**src/rtl/mlfd_pkg.sv**
```systemverilog
`timescale 1ns / 1ps
// Shared types, constants and the segment decoder of the meter LCD frame decoder.
package mlfd_pkg;

	localparam int FRAME_BYTES = 24;        // 17 .. 64
	localparam int STORE_DEPTH = 17;        // frame bytes 0..16 are kept
	localparam int CNT_W       = 6;
	localparam int ADDR_W      = 5;
	localparam int DIGIT_W     = 4;
	localparam int POS_W       = 3;

	localparam int MAIN_FIRST  = 3;
	localparam int MAIN_DIGITS = 6;
	localparam int SUB_FIRST   = 10;
	localparam int SUB_DIGITS  = 4;
	localparam int NUM_DIGITS  = MAIN_DIGITS + SUB_DIGITS;

	localparam int MANT_W      = 20;
	localparam int SUB_MANT_W  = 14;

	localparam logic [7:0] MODEL_ID_RESET = 8'd134;

	// segment classes: 0..9 are decimal digits
	localparam logic [3:0] CLS_L     = 4'd10;
	localparam logic [3:0] CLS_MINUS = 4'd11;
	localparam logic [3:0] CLS_BLANK = 4'd12;
	localparam logic [3:0] CLS_OTHER = 4'd13;
	localparam logic [3:0] CLS_MAX_DIGIT = 4'd9;

	// display status codes
	localparam logic [1:0] STAT_NUMBER   = 2'd0;
	localparam logic [1:0] STAT_OVERLOAD = 2'd1;
	localparam logic [1:0] STAT_NONE     = 2'd2;

	typedef logic [STORE_DEPTH-1:0][7:0] frame_t;

	typedef struct packed {
		logic             en;
		logic             first;
		logic [POS_W-1:0] pos;
	} step_t;

	typedef struct packed {
		logic [1:0]        status;
		logic              neg;
		logic [MANT_W-1:0] mant;
		logic [POS_W-1:0]  decs;
	} disp_res_t;

	// segment pattern sits in bits 7:1 of a display byte
	function automatic logic [3:0] seg_class(input logic [7:0] b);
		logic [6:0] code;
		logic [3:0] cls;
		code = b[7:1];
		unique case (code)
			7'h00:   cls = CLS_BLANK;
			7'h5F:   cls = 4'd0;
			7'h50:   cls = 4'd1;
			7'h6D:   cls = 4'd2;
			7'h7C:   cls = 4'd3;
			7'h72:   cls = 4'd4;
			7'h3E:   cls = 4'd5;
			7'h3F:   cls = 4'd6;
			7'h54:   cls = 4'd7;
			7'h7F:   cls = 4'd8;
			7'h7E:   cls = 4'd9;
			7'h0B:   cls = CLS_L;
			7'h01:   cls = CLS_MINUS;
			default: cls = CLS_OTHER;
		endcase
		return cls;
	endfunction

endpackage

```
**src/rtl/mlfd_frame_collect.sv**
```systemverilog
`timescale 1ns / 1ps
// Frame collector: byte counter, discard state and the frame byte store.
module mlfd_frame_collect (
	input  logic                        clk,
	input  logic                        arst_n,
	input  logic                        accept,
	input  logic [7:0]                  data_byte,
	input  logic                        chunk_end,
	input  logic                        restart,
	input  logic [mlfd_pkg::ADDR_W-1:0] rd_addr,
	output logic [7:0]                  rd_data,
	output mlfd_pkg::frame_t            frame,
	output logic                        frame_done
);

	logic [mlfd_pkg::CNT_W-1:0] count_q;
	logic                       discard_q;
	logic [mlfd_pkg::CNT_W:0]   cnt_inc;
	logic                       done_hit;
	logic                       take;
	logic [7:0]                 store_q [mlfd_pkg::STORE_DEPTH];

	assign cnt_inc    = {1'b0, count_q} + (mlfd_pkg::CNT_W+1)'(1);
	assign done_hit   = cnt_inc >= (mlfd_pkg::CNT_W+1)'(mlfd_pkg::FRAME_BYTES);
	assign take       = accept && !restart && !discard_q;
	assign frame_done = take && done_hit;

	always_ff @(posedge clk or negedge arst_n) begin
		if (!arst_n) begin
			count_q   <= '0;
			discard_q <= 1'b0;
		end else if (accept) begin
			if (restart) begin
				count_q   <= '0;
				discard_q <= 1'b0;
			end else if (discard_q) begin
				if (chunk_end) begin
					discard_q <= 1'b0;
				end
			end else if (done_hit) begin
				count_q   <= '0;
				discard_q <= !chunk_end;
			end else begin
				count_q <= cnt_inc[mlfd_pkg::CNT_W-1:0];
			end
		end
	end

	// bytes past the last decoded offset are counted only
	always_ff @(posedge clk) begin
		if (take && count_q < mlfd_pkg::CNT_W'(mlfd_pkg::STORE_DEPTH)) begin
			store_q[count_q[mlfd_pkg::ADDR_W-1:0]] <= data_byte;
		end
	end

	assign rd_data = store_q[rd_addr];

	always_comb begin
		for (int k = 0; k < mlfd_pkg::STORE_DEPTH; k++) begin
			frame[k] = store_q[k];
		end
	end

endmodule

```
**src/rtl/mlfd_digit_acc.sv**
```systemverilog
`timescale 1ns / 1ps
// Shared digit unit: one display digit per step, multiply-by-ten accumulate.
module mlfd_digit_acc (
	input  logic                clk,
	input  mlfd_pkg::step_t     step,
	input  logic [7:0]          digit_byte,
	output mlfd_pkg::disp_res_t res
);

	logic [mlfd_pkg::MANT_W-1:0] m_q,  m_b, m_d;
	logic [mlfd_pkg::POS_W-1:0]  cnt_q, cnt_b, cnt_d;
	logic [mlfd_pkg::POS_W-1:0]  dp_q, dp_b, dp_d;
	logic                        ol_q, ol_b, ol_d;
	logic                        lead_q, lead_b, lead_d;
	logic                        neg_q, neg_b, neg_d;
	logic [3:0]                  cls;
	logic                        is_num;

	assign cls = mlfd_pkg::seg_class(digit_byte);

	// first digit of a display starts from a clean accumulator
	always_comb begin
		m_b    = step.first ? '0   : m_q;
		cnt_b  = step.first ? '0   : cnt_q;
		dp_b   = step.first ? '0   : dp_q;
		ol_b   = step.first ? 1'b0 : ol_q;
		lead_b = step.first ? 1'b1 : lead_q;
		neg_b  = step.first ? 1'b0 : neg_q;
	end

	always_comb begin
		m_d    = m_b;
		cnt_d  = cnt_b;
		dp_d   = dp_b;
		ol_d   = ol_b || (cls == mlfd_pkg::CLS_L);
		lead_d = lead_b;
		neg_d  = neg_b;
		// point bit of this digit places the point before it
		if (dp_b == '0 && step.pos != '0 && digit_byte[0]) begin
			dp_d = step.pos;
		end
		if (lead_b && cls == mlfd_pkg::CLS_MINUS) begin
			neg_d = 1'b1;
		end else if (!(lead_b && cls == mlfd_pkg::CLS_BLANK)) begin
			lead_d = 1'b0;
			if (cls <= mlfd_pkg::CLS_MAX_DIGIT) begin
				m_d   = {m_b[mlfd_pkg::MANT_W-4:0], 3'b000}
					+ {m_b[mlfd_pkg::MANT_W-2:0], 1'b0}
					+ mlfd_pkg::MANT_W'(cls);
				cnt_d = cnt_b + mlfd_pkg::POS_W'(1);
			end
		end
	end

	always_ff @(posedge clk) begin
		if (step.en) begin
			m_q    <= m_d;
			cnt_q  <= cnt_d;
			dp_q   <= dp_d;
			ol_q   <= ol_d;
			lead_q <= lead_d;
			neg_q  <= neg_d;
		end
	end

	assign is_num = !ol_q && cnt_q != '0;

	always_comb begin
		res.neg = neg_q;
		if (ol_q) begin
			res.status = mlfd_pkg::STAT_OVERLOAD;
		end else if (cnt_q == '0) begin
			res.status = mlfd_pkg::STAT_NONE;
		end else begin
			res.status = mlfd_pkg::STAT_NUMBER;
		end
		res.mant = is_num ? m_q : '0;
		res.decs = (is_num && dp_q != '0 && dp_q < cnt_q) ? cnt_q - dp_q : '0;
	end

endmodule

```
**src/rtl/meter_lcd_frame_decoder.sv**
```systemverilog
`timescale 1ns / 1ps
// Top level: collects LCD frames and decodes each one into a meter reading.
//
//  channel | handshake             | payload
//  --------+-----------------------+-----------------------------------------
//  in      | in_valid / in_ready   | data_byte, chunk_end, restart
//  out     | out_valid / out_ready | valid_res, mode_flags, main_*, sub_*
//  cfg     | cfg_valid / cfg_ready | cfg_data (model id)
//
// A byte that does not complete a frame is taken while in_ready stays high.
// A completing byte starts the decode: the shared digit unit walks the ten
// display digits, one per cycle, then the output register is loaded once
// the output slot is free, so in_ready stays low until the reading is loaded.
// The digit walk does one multiply-by-ten accumulate per digit.
// Reset clears the byte count, discard state and the output valid flag;
// model id returns to 134. cfg_ready is always high.
module meter_lcd_frame_decoder (
	input  logic        clk,
	input  logic        arst_n,
	// input bytes
	input  logic        in_valid,
	output logic        in_ready,
	input  logic [7:0]  data_byte,
	input  logic        chunk_end,
	input  logic        restart,
	// decoded readings
	output logic        out_valid,
	input  logic        out_ready,
	output logic        valid_res,
	output logic [5:0]  mode_flags,
	output logic [7:0]  main_unit,
	output logic [1:0]  main_status,
	output logic        main_negative,
	output logic [19:0] main_mantissa,
	output logic [2:0]  main_decimals,
	output logic [5:0]  sub_unit,
	output logic [1:0]  sub_status,
	output logic        sub_negative,
	output logic [13:0] sub_mantissa,
	output logic [1:0]  sub_decimals,
	// configuration
	input  logic        cfg_valid,
	output logic        cfg_ready,
	input  logic [7:0]  cfg_data
);

	localparam logic [1:0] ST_IDLE = 2'd0;
	localparam logic [1:0] ST_RUN  = 2'd1;
	localparam logic [1:0] ST_DONE = 2'd2;

	logic [1:0]                    state_q;
	logic [mlfd_pkg::DIGIT_W-1:0]  di_q;
	logic [7:0]                    model_id_q;
	logic                          in_accept;
	logic                          frame_done;
	logic [mlfd_pkg::ADDR_W-1:0]   rd_addr;
	logic [7:0]                    rd_data;
	mlfd_pkg::frame_t              frame;
	mlfd_pkg::step_t               step;
	mlfd_pkg::disp_res_t           disp_res;
	mlfd_pkg::disp_res_t           main_hold_q;
	logic                          in_main;
	logic                          out_free;
	logic                          load_out;

	// unit decode
	logic [1:0] m_cpl, s_cpl;
	logic [2:0] m_pre, m_base, s_pre;
	logic [1:0] s_base;

	// output register
	logic                 out_valid_q;
	logic                 valid_res_q;
	logic [5:0]           mode_flags_q;
	logic [7:0]           main_unit_q;
	mlfd_pkg::disp_res_t  main_res_q;
	logic [5:0]           sub_unit_q;
	mlfd_pkg::disp_res_t  sub_res_q;

	assign cfg_ready = 1'b1;
	assign in_ready  = (state_q == ST_IDLE);
	assign in_accept = in_valid && in_ready;
	assign out_free  = !out_valid_q || out_ready;
	assign load_out  = (state_q == ST_DONE) && out_free;

	always_ff @(posedge clk or negedge arst_n) begin
		if (!arst_n) begin
			model_id_q <= mlfd_pkg::MODEL_ID_RESET;
		end else if (cfg_valid) begin
			model_id_q <= cfg_data;
		end
	end

	mlfd_frame_collect u_collect (
		.clk        (clk),
		.arst_n     (arst_n),
		.accept     (in_accept),
		.data_byte  (data_byte),
		.chunk_end  (chunk_end),
		.restart    (restart),
		.rd_addr    (rd_addr),
		.rd_data    (rd_data),
		.frame      (frame),
		.frame_done (frame_done)
	);

	// digit sequencer: main digits at bytes 3..8, secondary at 10..13
	assign in_main = di_q < mlfd_pkg::DIGIT_W'(mlfd_pkg::MAIN_DIGITS);

	always_comb begin
		if (in_main) begin
			rd_addr  = mlfd_pkg::ADDR_W'(mlfd_pkg::MAIN_FIRST) + mlfd_pkg::ADDR_W'(di_q);
			step.pos = mlfd_pkg::POS_W'(di_q);
		end else begin
			rd_addr  = mlfd_pkg::ADDR_W'(mlfd_pkg::SUB_FIRST) + mlfd_pkg::ADDR_W'(di_q)
				- mlfd_pkg::ADDR_W'(mlfd_pkg::MAIN_DIGITS);
			step.pos = mlfd_pkg::POS_W'(di_q - mlfd_pkg::DIGIT_W'(mlfd_pkg::MAIN_DIGITS));
		end
		step.en    = (state_q == ST_RUN);
		step.first = (di_q == '0) || (di_q == mlfd_pkg::DIGIT_W'(mlfd_pkg::MAIN_DIGITS));
	end

	mlfd_digit_acc u_digit (
		.clk        (clk),
		.step       (step),
		.digit_byte (rd_data),
		.res        (disp_res)
	);

	always_ff @(posedge clk or negedge arst_n) begin
		if (!arst_n) begin
			state_q <= ST_IDLE;
			di_q    <= '0;
		end else begin
			unique case (state_q)
				ST_IDLE: begin
					if (frame_done) begin
						state_q <= ST_RUN;
						di_q    <= '0;
					end
				end
				ST_RUN: begin
					if (di_q == mlfd_pkg::DIGIT_W'(mlfd_pkg::NUM_DIGITS - 1)) begin
						state_q <= ST_DONE;
					end
					di_q <= di_q + mlfd_pkg::DIGIT_W'(1);
				end
				ST_DONE: begin
					if (out_free) begin
						state_q <= ST_IDLE;
					end
				end
				default: begin
					state_q <= ST_IDLE;
				end
			endcase
		end
	end

	// the unit still holds the main display when the first secondary digit steps
	always_ff @(posedge clk) begin
		if (step.en && di_q == mlfd_pkg::DIGIT_W'(mlfd_pkg::MAIN_DIGITS)) begin
			main_hold_q <= disp_res;
		end
	end

	// priority-encoded units, straight from fixed frame bytes
	always_comb begin
		m_cpl = frame[2][2] ? 2'd1 : (frame[2][1] ? 2'd2 : 2'd0);
		if      (frame[15][5]) m_pre = 3'd1;
		else if (frame[15][6]) m_pre = 3'd2;
		else if (frame[15][2]) m_pre = 3'd3;
		else if (frame[15][3]) m_pre = 3'd4;
		else if (frame[14][6]) m_pre = 3'd5;
		else                   m_pre = 3'd0;
		if      (frame[8][0])  m_base = 3'd1;
		else if (frame[14][7]) m_base = 3'd2;
		else if (frame[15][4]) m_base = 3'd3;
		else if (frame[15][0]) m_base = 3'd4;
		else if (frame[14][5]) m_base = 3'd5;
		else if (frame[14][4]) m_base = 3'd6;
		else if (frame[15][1]) m_base = 3'd7;
		else                   m_base = 3'd0;

		s_cpl = frame[9][5] ? 2'd1 : (frame[9][4] ? 2'd2 : 2'd0);
		if      (frame[14][0]) s_pre = 3'd1;
		else if (frame[14][1]) s_pre = 3'd2;
		else if (frame[9][1])  s_pre = 3'd3;
		else if (frame[9][0])  s_pre = 3'd4;
		else                   s_pre = 3'd0;
		if      (frame[14][3]) s_base = 2'd1;
		else if (frame[9][2])  s_base = 2'd2;
		else if (frame[14][2]) s_base = 2'd3;
		else                   s_base = 2'd0;
	end

	always_ff @(posedge clk or negedge arst_n) begin
		if (!arst_n) begin
			out_valid_q <= 1'b0;
		end else if (load_out) begin
			out_valid_q <= 1'b1;
		end else if (out_ready) begin
			out_valid_q <= 1'b0;
		end
	end

	always_ff @(posedge clk) begin
		if (load_out) begin
			valid_res_q  <= (frame[16] == model_id_q);
			mode_flags_q <= {frame[1][7:3], frame[1][0]};
			main_unit_q  <= 8'(m_cpl) * 8'd48 + {2'b00, m_pre, m_base};
			main_res_q   <= main_hold_q;
			sub_unit_q   <= 6'(s_cpl) * 6'd20 + {1'b0, s_pre, s_base};
			sub_res_q    <= disp_res;
		end
	end

	assign out_valid     = out_valid_q;
	assign valid_res     = valid_res_q;
	assign mode_flags    = mode_flags_q;
	assign main_unit     = main_unit_q;
	assign main_status   = main_res_q.status;
	assign main_negative = main_res_q.neg;
	assign main_mantissa = main_res_q.mant;
	assign main_decimals = main_res_q.decs;
	assign sub_unit      = sub_unit_q;
	assign sub_status    = sub_res_q.status;
	assign sub_negative  = sub_res_q.neg;
	assign sub_mantissa  = sub_res_q.mant[mlfd_pkg::SUB_MANT_W-1:0];
	assign sub_decimals  = sub_res_q.decs[1:0];

	// a completed frame closes the input until its reading is loaded
	a_busy_after_frame: assert property (@(posedge clk) disable iff (!arst_n)
		frame_done |=> !in_ready)
		else $error("input open during frame decode");

	// a reading that is not a number carries no mantissa or decimals
	a_main_not_number: assert property (@(posedge clk) disable iff (!arst_n)
		(out_valid && main_status != mlfd_pkg::STAT_NUMBER)
		|-> (main_mantissa == '0 && main_decimals == '0))
		else $error("main display not a number but mantissa set");

	// finished decode with a free output slot yields a reading
	a_done_loads: assert property (@(posedge clk) disable iff (!arst_n)
		(state_q == ST_DONE && out_free) |=> (out_valid && in_ready))
		else $error("finished decode did not load output");

endmodule
```
**config.mk**
```make
export PLATFORM = sky130hd
export DESIGN_NAME = meter_lcd_frame_decoder
export DESIGN_NICKNAME = d
export VERILOG_FILES = /design/src/rtl/mlfd_pkg.sv /design/src/rtl/mlfd_frame_collect.sv /design/src/rtl/mlfd_digit_acc.sv /design/src/rtl/meter_lcd_frame_decoder.sv
export SDC_FILE = /design/constraint.sdc
export NUM_CORES = 1
export LEC_CHECK = 0
export ABC_AREA = 1
export BUFFER_PORTS_ARGS = -buffer_cell sky130_fd_sc_hd__buf_2
export CORE_MARGIN = 3
export CORE_UTILIZATION = 45
export CTS_CLUSTER_SIZE = 14
export DETAILED_ROUTE_END_ITERATION = 10
export GPL_TIMING_DRIVEN = 0
export SLEW_MARGIN = 40
export SYNTH_ARGS = -nofsm -noshare
export SYNTH_HDL_FRONTEND = slang
export SYNTH_SLANG_ARGS = --single-unit
export TNS_END_PERCENT = 100
```
**constraint.sdc**
```tcl
create_clock -name clk -period 6.6 [get_ports clk]
set_input_delay 1.32 -clock clk [delete_from_list [all_inputs] [get_ports clk]]
set_output_delay 1.32 -clock clk [all_outputs]
set_load 0.05 [all_outputs]
```
Word-level counts from Yosys, hierarchy flattened. Memory sizes are Yosys's and may differ from the RTL's. A register that Yosys moved wholly into a read port is not among the register bits. Cells that the tools add are included.

Bits in writable memories: 136. Flip-flop bits (word level): 137. Memories: 1. Input bits: 23. Output and inout bits: 69.

Multipliers: 2. Magnitude comparators: 5. Add/sub/neg operators: 12. Muxes and demuxes: 62. Reductions and logical operators: 37. Equal/unequal tests: 24.

Memories: u_collect.store_q (words 17, bits a word 8, read ports 8, clocked after memory_dff 1, write ports 1, RTL line mlfd_frame_collect.sv:21) `logic [7:0] store_q [mlfd_pkg::STORE_DEPTH];`.

Operator list (number): 2-to-1 mux 20 bit (5); 2-to-1 mux 3 bit (24); == test 7 bit, second input constant (8); case mux 4 bit (13 select lines) (1); 2-to-1 mux 2 bit (12); adder 20 bit (1); adder 20 x 4 -> 20 bit (1); 2-to-1 mux 6 bit (3); == test 4 bit, second input constant (4); == test 7 x 6 -> 1 bit, second input constant (2); logical AND 1 bit (14); 2-to-1 mux 1 bit (13); nonzero test 3 bit (3); adder 8 x 6 -> 8 bit (1); == test 8 bit (1); case mux 4 bit (2 select lines) (1); adder 6 x 1 -> 7 bit, second input constant (1); == test 7 x 1 -> 1 bit, second input constant (1); == test 7 x 4 -> 1 bit, second input constant (1); greater-or-equal comparator 7 x 5 -> 1 bit, second input constant (1); logical NOT 7 bit (1); adder 6 x 5 -> 6 bit (1); logical NOT 3 bit (2); less-than comparator 6 x 5 -> 1 bit, second input constant (1); 27 further kinds (39).

Longest topological paths before layout. An unclocked memory read counts as a cell.

Word-level depth: 10. Gate-level depth with buffers: 39. Gate-level depth less buffers: 36.

Hierarchy. Synthesis repeated with hierarchy kept, for this count alone.

Cell total of the unflattened synthesis: 1770. Area, all modules: 18621.6 sq um.

Modules (own cells, without submodules): mlfd_frame_collect (instances 1, area an instance 11025.6 sq um, seq. area each 7862.5 sq um, cells an instance 961); meter_lcd_frame_decoder (instances 1, area an instance 4177.8 sq um, seq. area each 3141.8 sq um, cells an instance 300); mlfd_digit_acc (instances 1, area an instance 3418.3 sq um, seq. area each 870.8 sq um, cells an instance 509).

Worst setup path before layout. No wires, ideal clock.

Kind: register -> register. From: register di_q[3] in the netlist's numbering. To: register u_digit.m_q[16] in the netlist's numbering, data pin. Period minus slack after synthesis: 5.238 ns. Data arrival time: 4.986 ns. Path slack: 1.362 ns. Cell stages (with the launch flop): 36. Buffers on the path: 2. Path through: dfrtp_1 inv_4 ha_1 nand2_4 nand2_4 inv_2 nand2_2 o21ai_4 inv_4 buf_6 nand3_2 nand3_1 nand3_1 nand2_1 nand2_1 nor2_1 nand2_4 nand2_4 nor3b_2 nand2_4 buf_4 fa_1 inv_1 fa_1 nand3b_1 and2_1 o221ai_1 a21oi_1 inv_1 nand2_1 nand2_1 a31oi_1 o21ai_0 xor2_1 nand2_1 nand2_1.

Cells in the longest elaborated chain, start to end: 10. Elaborated cells between the ends (all ways): 35. Those cells by class: 5 x add/sub; 2 x order compare; 15 x eq/ne; 7 x mux; 5 x reduce/logical; 1 x memory.

RTL lines: from (decl) (RTL line meter_lcd_frame_decoder.sv:52) `logic [mlfd_pkg::DIGIT_W-1:0] di_q;`; from (signal assigned) (RTL line meter_lcd_frame_decoder.sv:146) `di_q <= di_q + mlfd_pkg::DIGIT_W'(1);`; adder 4 x 4 -> 5 bit (RTL line meter_lcd_frame_decoder.sv:115) `rd_addr = mlfd_pkg::ADDR_W'(mlfd_pkg::SUB_FIRST) + mlfd_pkg::ADDR_W'(di_q)`; subtractor 5 x 3 -> 5 bit (RTL line meter_lcd_frame_decoder.sv:116) `- mlfd_pkg::ADDR_W'(mlfd_pkg::MAIN_DIGITS);`; 2-to-1 mux 5 bit (RTL line meter_lcd_frame_decoder.sv:111) `if (in_main) begin`; memory (17 x 8 bit); == test 7 x 1 -> 1 bit (tied with other cells) (RTL line mlfd_pkg.sv:55) `unique case (code)`; case mux 4 bit (13 select lines) (RTL line mlfd_pkg.sv:55); adder 20 x 4 -> 20 bit (tied with other cells) (RTL line mlfd_digit_acc.sv:49) `+ mlfd_pkg::MANT_W'(cls);`; 2-to-1 mux 20 bit / logical AND 1 bit (equally long branches) (RTL line mlfd_digit_acc.sv:46, mlfd_digit_acc.sv:44); 2-to-1 mux 20 bit (RTL line mlfd_digit_acc.sv:44) `end else if (!(lead_b && cls == mlfd_pkg::CLS_BLANK)) begin`; 2-to-1 mux 20 bit * (RTL line mlfd_digit_acc.sv:42) `if (lead_b && cls == mlfd_pkg::CLS_MINUS) begin`; via u_digit.m_d, one bit (RTL line mlfd_digit_acc.sv:10) `logic [mlfd_pkg::MANT_W-1:0] m_q, m_b, m_d;`; to (signal assigned) (RTL line mlfd_digit_acc.sv:57) `m_q <= m_d;`; to (decl) (RTL line mlfd_digit_acc.sv:10).

The timed path passes the listed nets; every way through them passes the cells marked *. A chain may end at the register's enable or synchronous reset.

Final worst setup path.
From: register di_q[0] in the netlist's numbering. To: register u_digit.m_q[16] in the netlist's numbering, data pin.

The elaborated chain is that of the path after synthesis.

==> impl_metrics.py <==
metrics = {
    "synthesis": {
        "async_reset_ff_frac": 0.0767,
        "yosys-top-cells-area": "edfxtp_1 (57%), nand2_1 (7.9%), nand3_1 (7.0%)",
        "synth_top_cell_area_share": 0.573,
        "synthDistinctLibCells": 48,
        "synth_edf_count": 265,
        "synth-compound-area-share": 0.0359,
        "ys_warn_count": 0,
        "synthCells": 1331,
        "synthAdderAreaFrac": 0.0586,
        "syn-num-nets": 1416,
        "synth_seq_cells": 287,
        "synth_area_um2": 13900,
        "seq_area_frac_synth": 0.613,
        "ys.flop_type": "edfxtp_1",
        "synth_top_area_cell": "edfxtp_1",
        "synthMuxAreaShare": 0.00405,
        "synth_top_family_by_area": "simple AND/OR/NAND/NOR gates",
        "synth_xor_area_frac": 0.0208,
        "yosys.area_share.simple": 0.201,
        "syn_avg_cell_area_um2": 10.4,
    },
    "place": {
        "hpwl_um": 24300,
        "gpl.final_weighted_congestion": 0.942,
        "dp_slack_ns": -0.0758,
        "portBuffers": 90,
    },
    "timing": {
        "rsz0062_at_grt": "no",
        "min_period_ns": 6.19,
        "timing.fmax_mhz": 162,
        "setup_slack_ns": 0.413,
        "final_max_slew_viol_count": 0,
        "fin_crit_sh": 0.937,
        "worstMarginPinSlew_ns": 0.834,
        "setup_viol_count_final": 0,
        "hold_viol": 0,
        "skew_ns": 0.0190,
        "worst_hold_slack_ns": 0.417,
        "relSlewSlack": 0.442,
    },
    "worst_setup_path": {
        "critPathSlowestCell": "fa_1",
        "critPathArrivalTime_ns": 6.50,
        "critPathMaxFanout": 10,
        "critPathLaunchType": "flop",
        "crit_path_max_incr_delay_ns": 0.57,
        "crit_path_frequent_cell": "nand2_1",
        "crit_required_ns": 6.92,
        "critical_path_class": "flop to flop",
        "cp-end-kind": "flop",
    },
    "layout": {
        "nFillCells": 2728,
        "final_common_cell": "nand2_1",
        "diodes": 0,
        "drive_above_1_share": 0.154,
        "finalNetCount": 1545,
        "mostFrequentLayoutCells": "nand2_1 (294), edfxtp_1 (265), nand3_1 (193), inv_1 (174), buf_2 (102)",
        "final_core_util": 0.535,
        "syn2layout_area_growth_pct": 15.8,
        "seqCellArea_um2": 8520,
        "multi_input_area_um2": 4500,
    },
    "routing": {
        "routed_wl_um": 34300,
        "met3_length_um": 2920,
        "drc": 0,
        "top_layer": "met4",
        "wl_met1_um": 16200,
        "antenna_left": 0,
        "dr_wl_met2_um": 14400,
        "dr.first_iter.drc_count": 753,
        "wl_per_cell_um": 18.3,
        "vias": 9689,
        "drt-vias-per-instance": 5.17,
        "dr.pass1.iters": 5,
    },
    "global_routing": {
        "grt_max_degree": 23,
        "grt_pass1_wl_um": 52800,
        "grt_pass1_vias": 9312,
        "track_usage": 0.205,
        "overflow": 0,
        "antenna_found_initial": 0,
    },
    "clock_tree": {
        "htree_levels": 1,
        "cts-hold-fix-buffers": 0,
        "cts_tree": "yes",
        "clkSinkCount": 287,
        "post_cts_resized": 2,
        "cts_buffer_depth": 3,
        "cts_setup_buffers": 0,
        "clkLatencyLatePin_ns": 0.57,
        "path_clk_slew_ns": 0.06,
        "cts_root_buf": "clkbuf_16",
        "cts_buffers": 31,
    },
    "floorplanning": {
        "die_y_um": 182,
        "rows": 63,
        "core_area_um2": 30000,
        "start_util": 0.462,
        "die_area_um2": 33000,
        "die_x_um": 182,
        "pin_count": 92,
    },
    "min_path": {
        "holdCritPathClass": "flop to flop",
    },
    "run": {
        "drv_cap": 0,
    },
    "outcome": {
        "status": "completed",
    },
}
[final cells by class]
type                       count  share of cell area
sequential                   287               0.530
multi-input combinational    822               0.280
clock buffer                  42              0.0527
inverter                     182              0.0428
timing repair buffer          96              0.0367
tap                          390              0.0303
buffer                        40              0.0156
clock inverter                16              0.0125
[path summary, 6_finish.rpt]
path	start	to	slack, ns	depth (start not counted)
max	di_q[0]	u_digit.m_q[16]	0.41	35
min	main_hold_q[1]	main_decimals[1]	0.42	0
max reg2reg	di_q[0]	u_digit.m_q[16]	0.41	35
min reg2reg	main_hold_q[1]	main_decimals[1]	0.42	0
max in group asynchronous	arst_n	di_q[1]	5.46	1
min in group asynchronous	arst_n	di_q[3]	0.73	1
[kinds of logic (layout without fill, tap and decap cells)]
kind of cell | count (synthesis) | in the layout
flip-flops | 287 | 287
other | 1 | 1
multiplexers | 5 | 5
AO/OA/AOI/OAI | 85 | 85
adder cells (fa/ha/maj) | 62 | 62
buffers and inverters | 222 | 376
XOR/XNOR | 33 | 33
AND/OR/NAND/NOR | 636 | 636
[synthesized netlist by cell type, drive strengths merged (5+ instances only)]
cell and count:
a21oi 32, fa 5, dfrtp 19, o211ai 5, xnor2 14, clkbuf 9
buf 31, ha 57, o22ai 8, mux2 5, o21ai 27, nand3 196
inv 182, nor2 112, edfxtp 265, xor2 19, nand2 310
[sequential cells by signal, indices dropped and copies added (netlist names), 3 cells and up]
signal / count
u_collect.store_q: 144
di_q: 4
main_mantissa: 20
mode_flags: 6
u_digit.m_q: 20
main_hold_q: 26
main_unit: 8
u_collect.count_q: 6
sub_unit: 6
u_digit.cnt_q: 3
u_digit.dp_q: 3
model_id_q: 8
main_decimals: 3
sub_mantissa: 14
[stage by stage]
| stage | std cells | cell area [um^2] | setup TNS, ns |
|---|---|---|---|
| 2_1_floorplan | 1331 | 13900 | 0 |
| 3_3_place_gp | 1811 | 14800 | 0 |
| 3_5_place_dp | 1817 | 15000 | -0.0758 |
| 4_1_cts | 1875 | 16000 | 0 |
| 5_1_grt | 1875 | 16100 | 0 |
| 6_report | 1875 | 16100 | 0 |
[worst max-delay path: cells and delay by family (launching register included)]
kind,cells,cell delay [ns]
fa+ha+maj,3,1.30
xor+xnor,1,0.10
buf+inv,6,1.00
simple gates,21,2.36
flops,1,0.49
compound gates,4,0.68
[layer usage]
layer	vias to the layer above	GRT usage
met4	0	0.0551
met1	4544	0.315
met5	-	0
met3	51	0.0367
met2	351	0.300
li1	4743	-
Power is not shown: default switching activity piles up to over one toggle a cycle in this logic, so the estimate is an artifact.
